### src/design/asd_pkg.sv
// Shared constants and types for the ADC sample stream deframer.
package asd_pkg;

   localparam int CHANNELS      = 8;
   localparam int MAX_BLOCK_LEN = 1024;

   localparam int CHAN_W    = $clog2(CHANNELS);
   localparam int VALUE_W   = 16;
   localparam int SLOT_W    = 10;
   localparam int LEN_W     = 11;
   localparam int OVR_W     = 16;
   localparam int BYTE_W    = 8;

   localparam int HEADER_BIT  = 7;
   localparam int OVERRUN_BIT = 6;

   localparam logic [LEN_W-1:0]   BLOCK_LEN_RESET = LEN_W'(400);
   localparam logic [LEN_W-1:0]   BLOCK_LEN_MAX   = LEN_W'(MAX_BLOCK_LEN);
   localparam logic [OVR_W-1:0]   OVR_SAT         = {OVR_W{1'b1}};

   typedef struct packed {
      logic [CHAN_W-1:0]   channel;
      logic [VALUE_W-1:0]  value;
      logic [SLOT_W-1:0]   slot;
      logic                done;
      logic [CHANNELS-1:0] mask;
      logic [OVR_W-1:0]    overrun;
   } sample_type;

endpackage

### src/design/asd_decode.sv
// Byte decoder holding the deframer state and forming one sample per data word.
module asd_decode (
   input  logic                       clock,
   input  logic                       reset,
   input  logic                       step,
   input  logic [asd_pkg::BYTE_W-1:0] stream_byte,
   input  logic [asd_pkg::LEN_W-1:0]  block_length,
   output asd_pkg::sample_type        sample
);
   import asd_pkg::*;

   logic [VALUE_W-1:0]  acc_ff, acc_in;
   logic [CHAN_W-1:0]   cur_ch_ff, cur_ch_in;
   logic [CHAN_W-1:0]   prev_ch_ff, prev_ch_in;
   logic                prev_valid_ff, prev_valid_in;
   logic [SLOT_W-1:0]   slot_ff, slot_in;
   logic [CHANNELS-1:0] mask_ff, mask_in;
   logic [OVR_W-1:0]    ovr_ff, ovr_in;

   logic                is_header;
   logic [VALUE_W-1:0]  acc_sum;
   logic                advance;
   logic [LEN_W-1:0]    slot_inc;
   logic [LEN_W-1:0]    eff_len;
   logic                wrap;
   logic [SLOT_W-1:0]   slot_next;
   logic [CHANNELS-1:0] mask_next;

   always_comb begin
      is_header = stream_byte[HEADER_BIT];
      acc_sum   = acc_ff + VALUE_W'(stream_byte[6:0]);
      advance   = prev_valid_ff && (cur_ch_ff < prev_ch_ff);
      slot_inc  = LEN_W'(slot_ff) + LEN_W'(1);
      if (block_length == '0) begin
         eff_len = LEN_W'(1);
      end else if (block_length > BLOCK_LEN_MAX) begin
         eff_len = BLOCK_LEN_MAX;
      end else begin
         eff_len = block_length;
      end
      wrap = advance && (slot_inc >= eff_len);
      if (wrap) begin
         slot_next = '0;
      end else if (advance) begin
         slot_next = slot_inc[SLOT_W-1:0];
      end else begin
         slot_next = slot_ff;
      end
      mask_next = (wrap ? '0 : mask_ff) | (CHANNELS'(1) << cur_ch_ff);

      sample.channel = cur_ch_ff;
      sample.value   = acc_sum;
      sample.slot    = slot_next;
      sample.done    = wrap;
      sample.mask    = wrap ? mask_ff : '0;
      sample.overrun = ovr_ff;
   end

   always_comb begin
      acc_in        = acc_ff;
      cur_ch_in     = cur_ch_ff;
      prev_ch_in    = prev_ch_ff;
      prev_valid_in = prev_valid_ff;
      slot_in       = slot_ff;
      mask_in       = mask_ff;
      ovr_in        = ovr_ff;
      if (step) begin
         if (is_header) begin
            if (stream_byte[OVERRUN_BIT] && (ovr_ff != OVR_SAT)) begin
               ovr_in = ovr_ff + OVR_W'(1);
            end
            cur_ch_in = stream_byte[5:3];
            acc_in    = VALUE_W'({stream_byte[2:0], 7'b0});
         end else begin
            acc_in        = acc_sum;
            slot_in       = slot_next;
            mask_in       = mask_next;
            prev_ch_in    = cur_ch_ff;
            prev_valid_in = 1'b1;
         end
      end
   end

   always_ff @(posedge clock) begin
      if (reset) begin
         acc_ff        <= '0;
         cur_ch_ff     <= '0;
         prev_ch_ff    <= '0;
         prev_valid_ff <= 1'b0;
         slot_ff       <= '0;
         mask_ff       <= '0;
         ovr_ff        <= '0;
      end else begin
         acc_ff        <= acc_in;
         cur_ch_ff     <= cur_ch_in;
         prev_ch_ff    <= prev_ch_in;
         prev_valid_ff <= prev_valid_in;
         slot_ff       <= slot_in;
         mask_ff       <= mask_in;
         ovr_ff        <= ovr_in;
      end
   end

endmodule

### src/design/asd_out_reg.sv
// Result register that holds one sample until the receiver takes it.
module asd_out_reg (
   input  logic                clock,
   input  logic                reset,
   input  logic                in_valid,
   input  asd_pkg::sample_type in_sample,
   output logic                in_free,
   output logic                out_valid,
   output asd_pkg::sample_type out_sample,
   input  logic                out_stall
);
   import asd_pkg::*;

   logic       valid_ff, valid_in;
   sample_type sample_ff;

   always_comb begin
      in_free  = !valid_ff || !out_stall;
      valid_in = in_free ? in_valid : valid_ff;
   end

   always_ff @(posedge clock) begin
      if (reset) begin
         valid_ff <= 1'b0;
      end else begin
         valid_ff <= valid_in;
      end
   end

   always_ff @(posedge clock) begin
      if (in_free && in_valid) begin
         sample_ff <= in_sample;
      end
   end

   assign out_valid  = valid_ff;
   assign out_sample = sample_ff;

endmodule

### src/design/adc_sample_stream_deframer.sv
// Top level of the ADC sample stream deframer.
// A data word is captured in the input register, decoded, and its sample is registered in the result register.
// Throughput: one word per cycle while the result register is free; a header word never waits and gives no sample.
// The pace is set by the input register feeding the decoder and the result register.
// Synchronous active-high reset clears the valid flags and decoder state; block length returns to 400.
module adc_sample_stream_deframer (
   input  logic                               clock,
   input  logic                               reset,
   input  logic                               req_valid,
   output logic                               req_stall,
   input  logic [asd_pkg::BYTE_W-1:0]         req_stream_byte,
   output logic                               rsp_valid,
   input  logic                               rsp_stall,
   output logic [asd_pkg::CHAN_W-1:0]         rsp_sample_channel,
   output logic [asd_pkg::VALUE_W-1:0]        rsp_sample_value,
   output logic [asd_pkg::SLOT_W-1:0]         rsp_slot_index,
   output logic                               rsp_block_done,
   output logic [asd_pkg::CHANNELS-1:0]       rsp_finished_channel_mask,
   output logic [asd_pkg::OVR_W-1:0]          rsp_overrun_count,
   input  logic                               csr_write_enable,
   input  logic [asd_pkg::LEN_W-1:0]          csr_write_data
);
   import asd_pkg::*;

   logic [LEN_W-1:0]  blen_ff;
   logic              s1_valid_ff, s1_valid_in;
   logic [BYTE_W-1:0] s1_byte_ff;
   logic              s1_go;
   logic              out_free;
   sample_type        dec_sample;
   sample_type        rsp_sample;

   always_comb begin
      s1_go       = s1_valid_ff && (s1_byte_ff[HEADER_BIT] || out_free);
      req_stall   = s1_valid_ff && !s1_go;
      s1_valid_in = req_stall ? s1_valid_ff : req_valid;
   end

   always_ff @(posedge clock) begin
      if (reset) begin
         s1_valid_ff <= 1'b0;
         blen_ff     <= BLOCK_LEN_RESET;
      end else begin
         s1_valid_ff <= s1_valid_in;
         if (csr_write_enable) begin
            blen_ff <= csr_write_data;
         end
      end
   end

   always_ff @(posedge clock) begin
      if (req_valid && !req_stall) begin
         s1_byte_ff <= req_stream_byte;
      end
   end

   asd_decode u_decode (
      .clock        (clock),
      .reset        (reset),
      .step         (s1_go),
      .stream_byte  (s1_byte_ff),
      .block_length (blen_ff),
      .sample       (dec_sample)
   );

   asd_out_reg u_out_reg (
      .clock      (clock),
      .reset      (reset),
      .in_valid   (s1_go && !s1_byte_ff[HEADER_BIT]),
      .in_sample  (dec_sample),
      .in_free    (out_free),
      .out_valid  (rsp_valid),
      .out_sample (rsp_sample),
      .out_stall  (rsp_stall)
   );

   assign rsp_sample_channel        = rsp_sample.channel;
   assign rsp_sample_value          = rsp_sample.value;
   assign rsp_slot_index            = rsp_sample.slot;
   assign rsp_block_done            = rsp_sample.done;
   assign rsp_finished_channel_mask = rsp_sample.mask;
   assign rsp_overrun_count         = rsp_sample.overrun;

endmodule
### config.mk
export PLATFORM = sky130hd
export DESIGN_NAME = adc_sample_stream_deframer
export DESIGN_NICKNAME = d
export VERILOG_FILES = /design/src/design/asd_pkg.sv /design/src/design/asd_decode.sv /design/src/design/asd_out_reg.sv /design/src/design/adc_sample_stream_deframer.sv
export SDC_FILE = /design/constraint.sdc
export NUM_CORES = 1
export LEC_CHECK = 0
export BUFFER_PORTS_ARGS = -buffer_cell sky130_fd_sc_hd__buf_2
export CAP_MARGIN = 20
export CORE_MARGIN = 1.5
export CORE_UTILIZATION = 55
export DETAILED_ROUTE_END_ITERATION = 10
export PLACE_DENSITY = 0.76
export SYNTH_ARGS = -nofsm -noshare
export SYNTH_HDL_FRONTEND = slang
export SYNTH_SLANG_ARGS = --single-unit
### constraint.sdc
create_clock -name clock -period 4 [get_ports clock]
set_input_delay 0.2 -clock clock [delete_from_list [all_inputs] [get_ports clock]]
set_output_delay 0.2 -clock clock [all_outputs]
set_load 0.03 [all_outputs]
==> flow_summary.toml, run 1 <==
[cells_and_area]
final_area_mm2 = 0.00748
layout_commonest_cell = "buf_2"
area_growth_pct = 18.3
diodes = 0
drive_gt1_share_pct = 18.3
fin_nets = 748
final_cell_mix = "buf_2, dfxtp_1, nand2_1"

[cts]
cts_max_level = 4
cts_tree = "yes"
clkTransAtPathRegs_ns = 0.06
root_buffer = "clkbuf_16"
cts_buffers = 17
cts_resized = 0
clk_latency_ns = 0.41
cts_setup_buffers = 0
holdBufCountCts = 10
cts_sinks = 132
cts_buffer_depth = 2

[placement]
dp_hpwl_mm = 8.93
gp_congestion = 0.871
place_area_mm2 = 0.00676
portBuffers = 79

[timing]
setup_viol = 0
fin_tns_setup_ns = 0
rsz0062_at_grt = "false"
hold_violations = 0
worst_pin_slew_ns = 0.829
slew_headroom_pct = 44.6
drv_slew = 0
timing.hold.ws_ns = 0.00495
fin_crit_sh_pct = 85.6
fmax_ghz = 0.292
layout_min_cycle_time_ns = 3.42
skew_ns = 0.00961

[synthesis]
seq_area_frac_synth_pct = 51.6
syn-instance-count = 625
synth-edff-count = 62
postSynthAreaPerCell_um2 = 10.1
syn_nets = 672
yosysUniqueCellTypes = 67
ys_warn_count = 0
ys_ff_latch = 132
ys.flop_type = "dfxtp_1"
async_reset_ff_share_pct = 0
syn_area_mm2 = 0.00632

[worst_setup_path]
crit_required_ns = 4.16
worstReg2RegEnd = "u_out_reg.out_sample[17]$_SDFFCE_PN0P_"
start_kind = "flip-flop"
crit_arrival_ns = 3.59
crit_end = "u_out_reg.out_sample[17]$_SDFFCE_PN0P_"
crit_start = "u_decode.slot_ff[0]$_SDFFE_PP0P_"
cp_max_fo = 10
end_kind = "flip-flop"
reg2regPathDepth = 11
critical_path_class = "flip-flop to flip-flop"
r2r_slack_ns = 0.58
reg2reg_from = "u_decode.slot_ff[0]$_SDFFE_PP0P_"

[route]
drt_first_iter_violations = 418
ant_nets = 0
viasPerCell = 5.96
vias = 5091
postRouteWirelength_mm = 13.7
route.detailed.drc = 0
first_pass_iters = 5
wl_per_cell_um = 16.0

[power]
p_leak_uw = 0.00287
p_per_area_mw_per_mm2 = 441
ir_drop_v = 0.000259
total_power_uw = 3300

[floorplan]
ios = 80
core_region_area_mm2 = 0.0110
die_x_um = 110
rows = 38
initial_core_util_pct = 57.3
die_area_mm2 = 0.0121
die_h_um = 110

[global_routing]
antenna_found_initial = 0
grt_max_degree = 57
grt-ovfl-total = 0
grt_pass1_wl_mm = 22.1
grt_pass1_vias = 4653
grtUsageTotal_pct = 23.7

[run]
drv_cap = 0

[status]
status = "finished, final reports clean"

[worst_hold_path]
worstHoldPathType = "primary input to flip-flop"
final cells by class:
type / count / area (µm²)
fillers: 852 / 3550
flip-flops and latches: 132 / 3260
multi-input cells: 439 / 2810
repair buffers: 98 / 563
clock buffers: 20 / 437
clock inverters: 12 / 179
well taps: 140 / 175
inverters: 13 / 48.8
synth_stat cells (4+ instances only):
master	n	area (µm²)
dfxtp_1	70	1400
nand2_1	67	251
edfxtp_1	62	1860
nor2_1	54	203
nand3_1	39	195
a21oi_1	27	135
ha_1	22	275
o21ai_0	22	110
xor2_1	19	166
nand4_1	17	106
clkbuf_1	16	60.1
and2_1	15	93.8
buf_2	15	75.1
mux2i_1	14	140
xnor2_1	14	123
inv_1	10	37.5
nor4_1	10	62.6
nor3_1	9	45.0
o211ai_1	8	60.1
and3_1	7	43.8
nor2b_1	7	43.8
a311oi_1	6	52.6
a31oi_1	6	37.5
and4_1	6	52.6
buf_1	6	22.5
a211oi_1	5	37.5
a22oi_1	4	30.0
nand3b_1	4	30.0
o2111ai_1	4	35.0
o21ai_1	4	20.0
cells by family (layout without fill, tap and decap cells):
| family | count (synthesis) | in the layout | synth area share (%) |
|---|---|---|---|
| AOI/OAI and AO/OA | 114 | 114 | 12.5 |
| xor gates and xnor gates | 33 | 33 | 4.57 |
| adders and majority gates | 23 | 23 | 4.67 |
| buffers and inverters | 54 | 143 | 3.86 |
| DFF | 132 | 132 | 51.6 |
| muxes | 14 | 14 | 2.22 |
| and+or+nand+nor | 255 | 255 | 20.6 |
where the power goes:
| part | internal [µW] | switching, µW | leakage (µW) | total, µW |
|---|---|---|---|---|
| Clock | 1050 | 582 | 0.000293 | 1630 |
| Sequential | 1450 | 26.4 | 0.00114 | 1470 |
| Combinational | 69.8 | 130 | 0.00143 | 200 |
| Total | 2560 | 738 | 0.00287 | 3300 |
flip-flops by register name (all words and copies together), names as in the netlist:
signal / cells
u_decode.prev_ch_ff: 3
u_decode.mask_ff: 8
s1_byte_ff: 8
u_out_reg.out_sample: 54
u_decode.acc_ff: 16
u_decode.slot_ff: 10
u_decode.cur_ch_ff: 3
u_decode.prev_valid_ff: 1
u_decode.ovr_ff: 16
blen_ff: 11
u_out_reg.out_valid: 1
s1_valid_ff: 1
layer usage:
metal / share of wire (%) / global-route usage, % / up-vias / routed length, µm
li1: - / - / 2456 / -
met1: 45 / 29.9 / 2443 / 6190
met2: 48 / 40.3 / 175 / 6590
met3: 5.4 / 5.88 / 17 / 743
met4: 1.3 / 7.42 / 0 / 180
met5: 0 / 0 / - / 0
critical path: stages, from the launching register on:
cell	delay [ns]
dfxtp_1	0.44
ha_1	0.26
nand3_2	0.23
nor3_2	0.41
and3_1	0.23
ha_1	0.26
a21oi_1	0.16
o21ai_0	0.14
a31oi_2	0.44
buf_4	0.25
a21oi_2	0.11
and2_1	0.22
per-stage QoR:
stage / util [%] / worst slack (ns) / instances
2_1_floorplan: - / 1.09 / 625
3_3_place_gp: 61.3 / 0.900 / 812
3_5_place_dp: 61.3 / 0.679 / 812
4_1_cts: 67.8 / 0.633 / 854
5_1_grt: 67.8 / 0.316 / 854
6_report: 67.8 / 0.576 / 854
worst min-delay path by stage:
stage | start | to | slack, ns | depth (start not counted)
global route | csr_write_data[7] | blen_ff[7]$_SDFFE_PP1P_ | 0.008 | 3
detailed placement | req_stream_byte[2] | s1_byte_ff[2]$_DFFE_PP_ | 0.38 | 1
CTS | csr_write_data[7] | blen_ff[7]$_SDFFE_PP1P_ | 0.0007 | 3
global placement | req_stream_byte[1] | s1_byte_ff[1]$_DFFE_PP_ | 0.38 | 1
floorplan | req_stream_byte[0] | s1_byte_ff[0]$_DFFE_PP_ | 0.30 | 0
finish | csr_write_data[7] | blen_ff[7]$_SDFFE_PP1P_ | 0.005 | 3
No activity file was read; power rests on OpenSTA's default activity.
==> inputs of run 2 (changes only) <==
--- a/config.mk
+++ b/config.mk
@@ -5,12 +5,13 @@
 export SDC_FILE = /design/constraint.sdc
 export NUM_CORES = 1
 export LEC_CHECK = 0
+export ABC_AREA = 1
 export BUFFER_PORTS_ARGS = -buffer_cell sky130_fd_sc_hd__buf_2
 export CAP_MARGIN = 20
 export CORE_MARGIN = 1.5
-export CORE_UTILIZATION = 55
+export CORE_UTILIZATION = 50
 export DETAILED_ROUTE_END_ITERATION = 10
-export PLACE_DENSITY = 0.76
+export PLACE_DENSITY = 0.71
 export SYNTH_ARGS = -nofsm -noshare
 export SYNTH_HDL_FRONTEND = slang
 export SYNTH_SLANG_ARGS = --single-unit
==> flow_summary.toml, run 2 <==
[route]
wl_per_cell_um = 12.6
drt_first_iter_violations = 262
postRouteWirelength_mm = 12.8
ant_nets = 0
viasPerCell = 5.00
route.detailed.drc = 0
vias = 5058
first_pass_iters = 5

[worst_setup_path]
reg2reg_from = "u_decode.slot_ff[0]$_SDFFE_PP0P_"
cpMaxStageDelayCell = "dfxtp_1"
path_depth = 16
critical_path.top_delay_family = "simple AND/OR/NAND/NOR gates"
crit_end = "u_out_reg.out_sample[34]$_DFFE_PP_"
crit_start = "u_decode.slot_ff[0]$_SDFFE_PP0P_"
cp_cell_sequence = "ha_1 > nand3_1 > inv_1 > nand4_1 > nand2_1 > inv_1 > ha_1 > nand2_1 > nor2_1 > inv_1 > nor2_1 > nand2_1 > nand2_1 > nand2_2 > nand2_1 > inv_1"
end_kind = "flip-flop"
path_common_cell = "nand2_1"
max_stage_delay_ns = 0.42
cp_max_fo = 17
r2r_slack_ns = 1.24
reg2regPathDepth = 16
worst-path-buf-inv = 4
critical_path_class = "flip-flop to flip-flop"
start_kind = "flip-flop"
crit_arrival_ns = 2.94
worstReg2RegEnd = "u_out_reg.out_sample[34]$_DFFE_PP_"
crit_required_ns = 4.17

[synthesis]
syn_area_mm2 = 0.00619
netlist.area_leader.share_pct = 30.1
syn-instance-count = 732
ys_top_cells_by_area = "edfxtp_1, dfxtp_1, nand2_1"
postSynthAreaPerCell_um2 = 8.45
yosysUniqueCellTypes = 32
async_reset_ff_share_pct = 0
synth.largest_area_cell = "edfxtp_1"
ys_warn_count = 0
ys_top_cells_by_count = "nand2_1, inv_1, dfxtp_1"
synth-edff-count = 62
syn_nets = 779
ys_ff_latch = 132
synth_most_common_cell = "nand2_1"
seq_area_frac_synth_pct = 52.7
ys.flop_type = "dfxtp_1"

[status]
status = "finished, final reports clean"

[timing]
worst_slack_ns = 1.24
fmax_ghz = 0.362
skew_ns = 0.0119
slew_headroom_pct = 36.3
worst_pin_slew_ns = 0.955
rsz0062_at_grt = "false"
setup_viol = 0
fin_tns_setup_ns = 0
fin_crit_sh_pct = 69.1
drv_slew = 0
layout_min_cycle_time_ns = 2.76
hold_violations = 0

[floorplan]
rows = 40
die_area_mm2 = 0.0131
die_x_um = 114
initial_core_util_pct = 51.3
core_region_area_mm2 = 0.0121
ios = 80
die_h_um = 114

[placement]
dp_hpwl_mm = 8.81
pre_cts_slack_ns = 1.30
gp_congestion = 0.845
portBuffers = 79
dpl.cell_count = 964

[cells_and_area]
fin_cells = 1011
drive_gt1_share_pct = 15.7
layout_commonest_cell = "nand2_1"
fillers = 1045
fin_nets = 877
final_cell_mix = "nand2_1, inv_1, buf_2"
area_growth_pct = 21.1
multi_input_area_mm2 = 0.00242
largest_reg_flops = 54
regArea_mm2 = 0.00326
diodes = 0

[global_routing]
use_met3_pct = 5.56
grtUsageMet2_pct = 35.0
grt-ovfl-total = 0
grtUsageTotal_pct = 21.0
grt_max_degree = 50
grt_busiest_layer = "met2"
grt_pass1_wl_mm = 21.6
grt_pass1_vias = 4788
met1_usage_pct = 26.2
antenna_found_initial = 0

[power]
ir_drop_v = 0.000209
p_per_area_mw_per_mm2 = 451
p_leak_uw = 0.00327
total_power_uw = 3380

[worst_hold_path]
worstHoldPathType = "primary input to flip-flop"

[cts]
root_buffer = "clkbuf_16"
cts_buffers = 17
cts_max_level = 4
cts_buffer_depth = 2
cts_tree = "yes"
clkTransAtPathRegs_ns = 0.06
clk_latency_ns = 0.42
cts_sinks = 132

[run]
drv_cap = 0
-- run 2: cell count changes in the layout (fill, tap and decap cells not counted), moves of 11 or more --
cell / previous run / this run
nand2_1: 67 / 183
inv_1: 10 / 98
a21oi_1: 27 / 68
mux2i_1: 14 / 0
o21ai_0: 22 / 34
nand4_1: 17 / 6
-- run 2: layout make-up --
type / count / share of cell area [%]
repair buffers: 97 / 7.58
clock buffers: 17 / 5.68
multi-input cells: 478 / 32.4
inverters: 104 / 5.26
well taps: 168 / 2.81
flip-flops and latches: 132 / 43.6
clock inverters: 15 / 2.74
-- run 2: tightest hold or removal path, cell delays in order --
cell and delay (ns):
buf_2 0.07, nor2_1 0.03, nor2_1 0.09
-- run 2: worst min path at each step --
stage                                   from                      end  slack [ns]  depth (start not counted)
after floorplan           req_stream_byte[0]  s1_byte_ff[0]$_DFFE_PP_        0.30                          0
after global placement    req_stream_byte[0]  s1_byte_ff[0]$_DFFE_PP_        0.38                          1
after detailed placement  req_stream_byte[5]  s1_byte_ff[5]$_DFFE_PP_        0.38                          1
after CTS                  csr_write_data[6]  blen_ff[6]$_SDFFE_PP0P_       0.001                          3
after global routing       csr_write_data[6]  blen_ff[6]$_SDFFE_PP0P_        0.03                          3
final                      csr_write_data[2]  blen_ff[2]$_SDFFE_PP0P_        0.01                          3
-- run 2: stage by stage --
step / util [%] / hold slack, ns / instance area, µm²
2_1_floorplan: - / 0.299 / 6190
3_3_place_gp: 55.6 / 0.378 / 6710
3_5_place_dp: 55.6 / 0.378 / 6710
4_1_cts: 62.1 / 0.00124 / 7490
5_1_grt: 62.1 / 0.0346 / 7490
6_report: 62.1 / 0.0108 / 7490
-- run 2: power breakdown --
group	internal, µW	switching [µW]	total, µW	leakage, µW
logic	84.2	162	247	0.00181
clock network	1050	595	1640	0.000300
registers	1460	30.2	1490	0.00116
total	2590	787	3380	0.00327
-- run 2: logic make-up (layout without fill, tap and decap cells) --
group                    Yosys count  after routing  share of synthesized area [%]
buffers and inverters            122            233                           8.09
XOR/XNOR                          19             19                           2.69
adder cells (fa/ha/maj)           23             23                           4.77
AND/OR/NAND/NOR                  331            331                           22.9
AO/OA/AOI/OAI                    105            105                           8.78
flip-flops                       132            132                           52.7
-- run 2: what timing repair did --
item                                    4_1_cts  5_1_grt
hold buffers                                 15        0
endpoints found under the setup margin        0        0
resized for setup                             0        0
hold endpoints to repair                     15        0
setup buffers                                 0        0
-- run 2: metal layers --
layer / up-vias / part of all wire [%]
met1: 2329 / 45
li1: 2583 / -
met2: 125 / 49
met4: 0 / 1.7
met5: - / 0
met3: 21 / 4.6
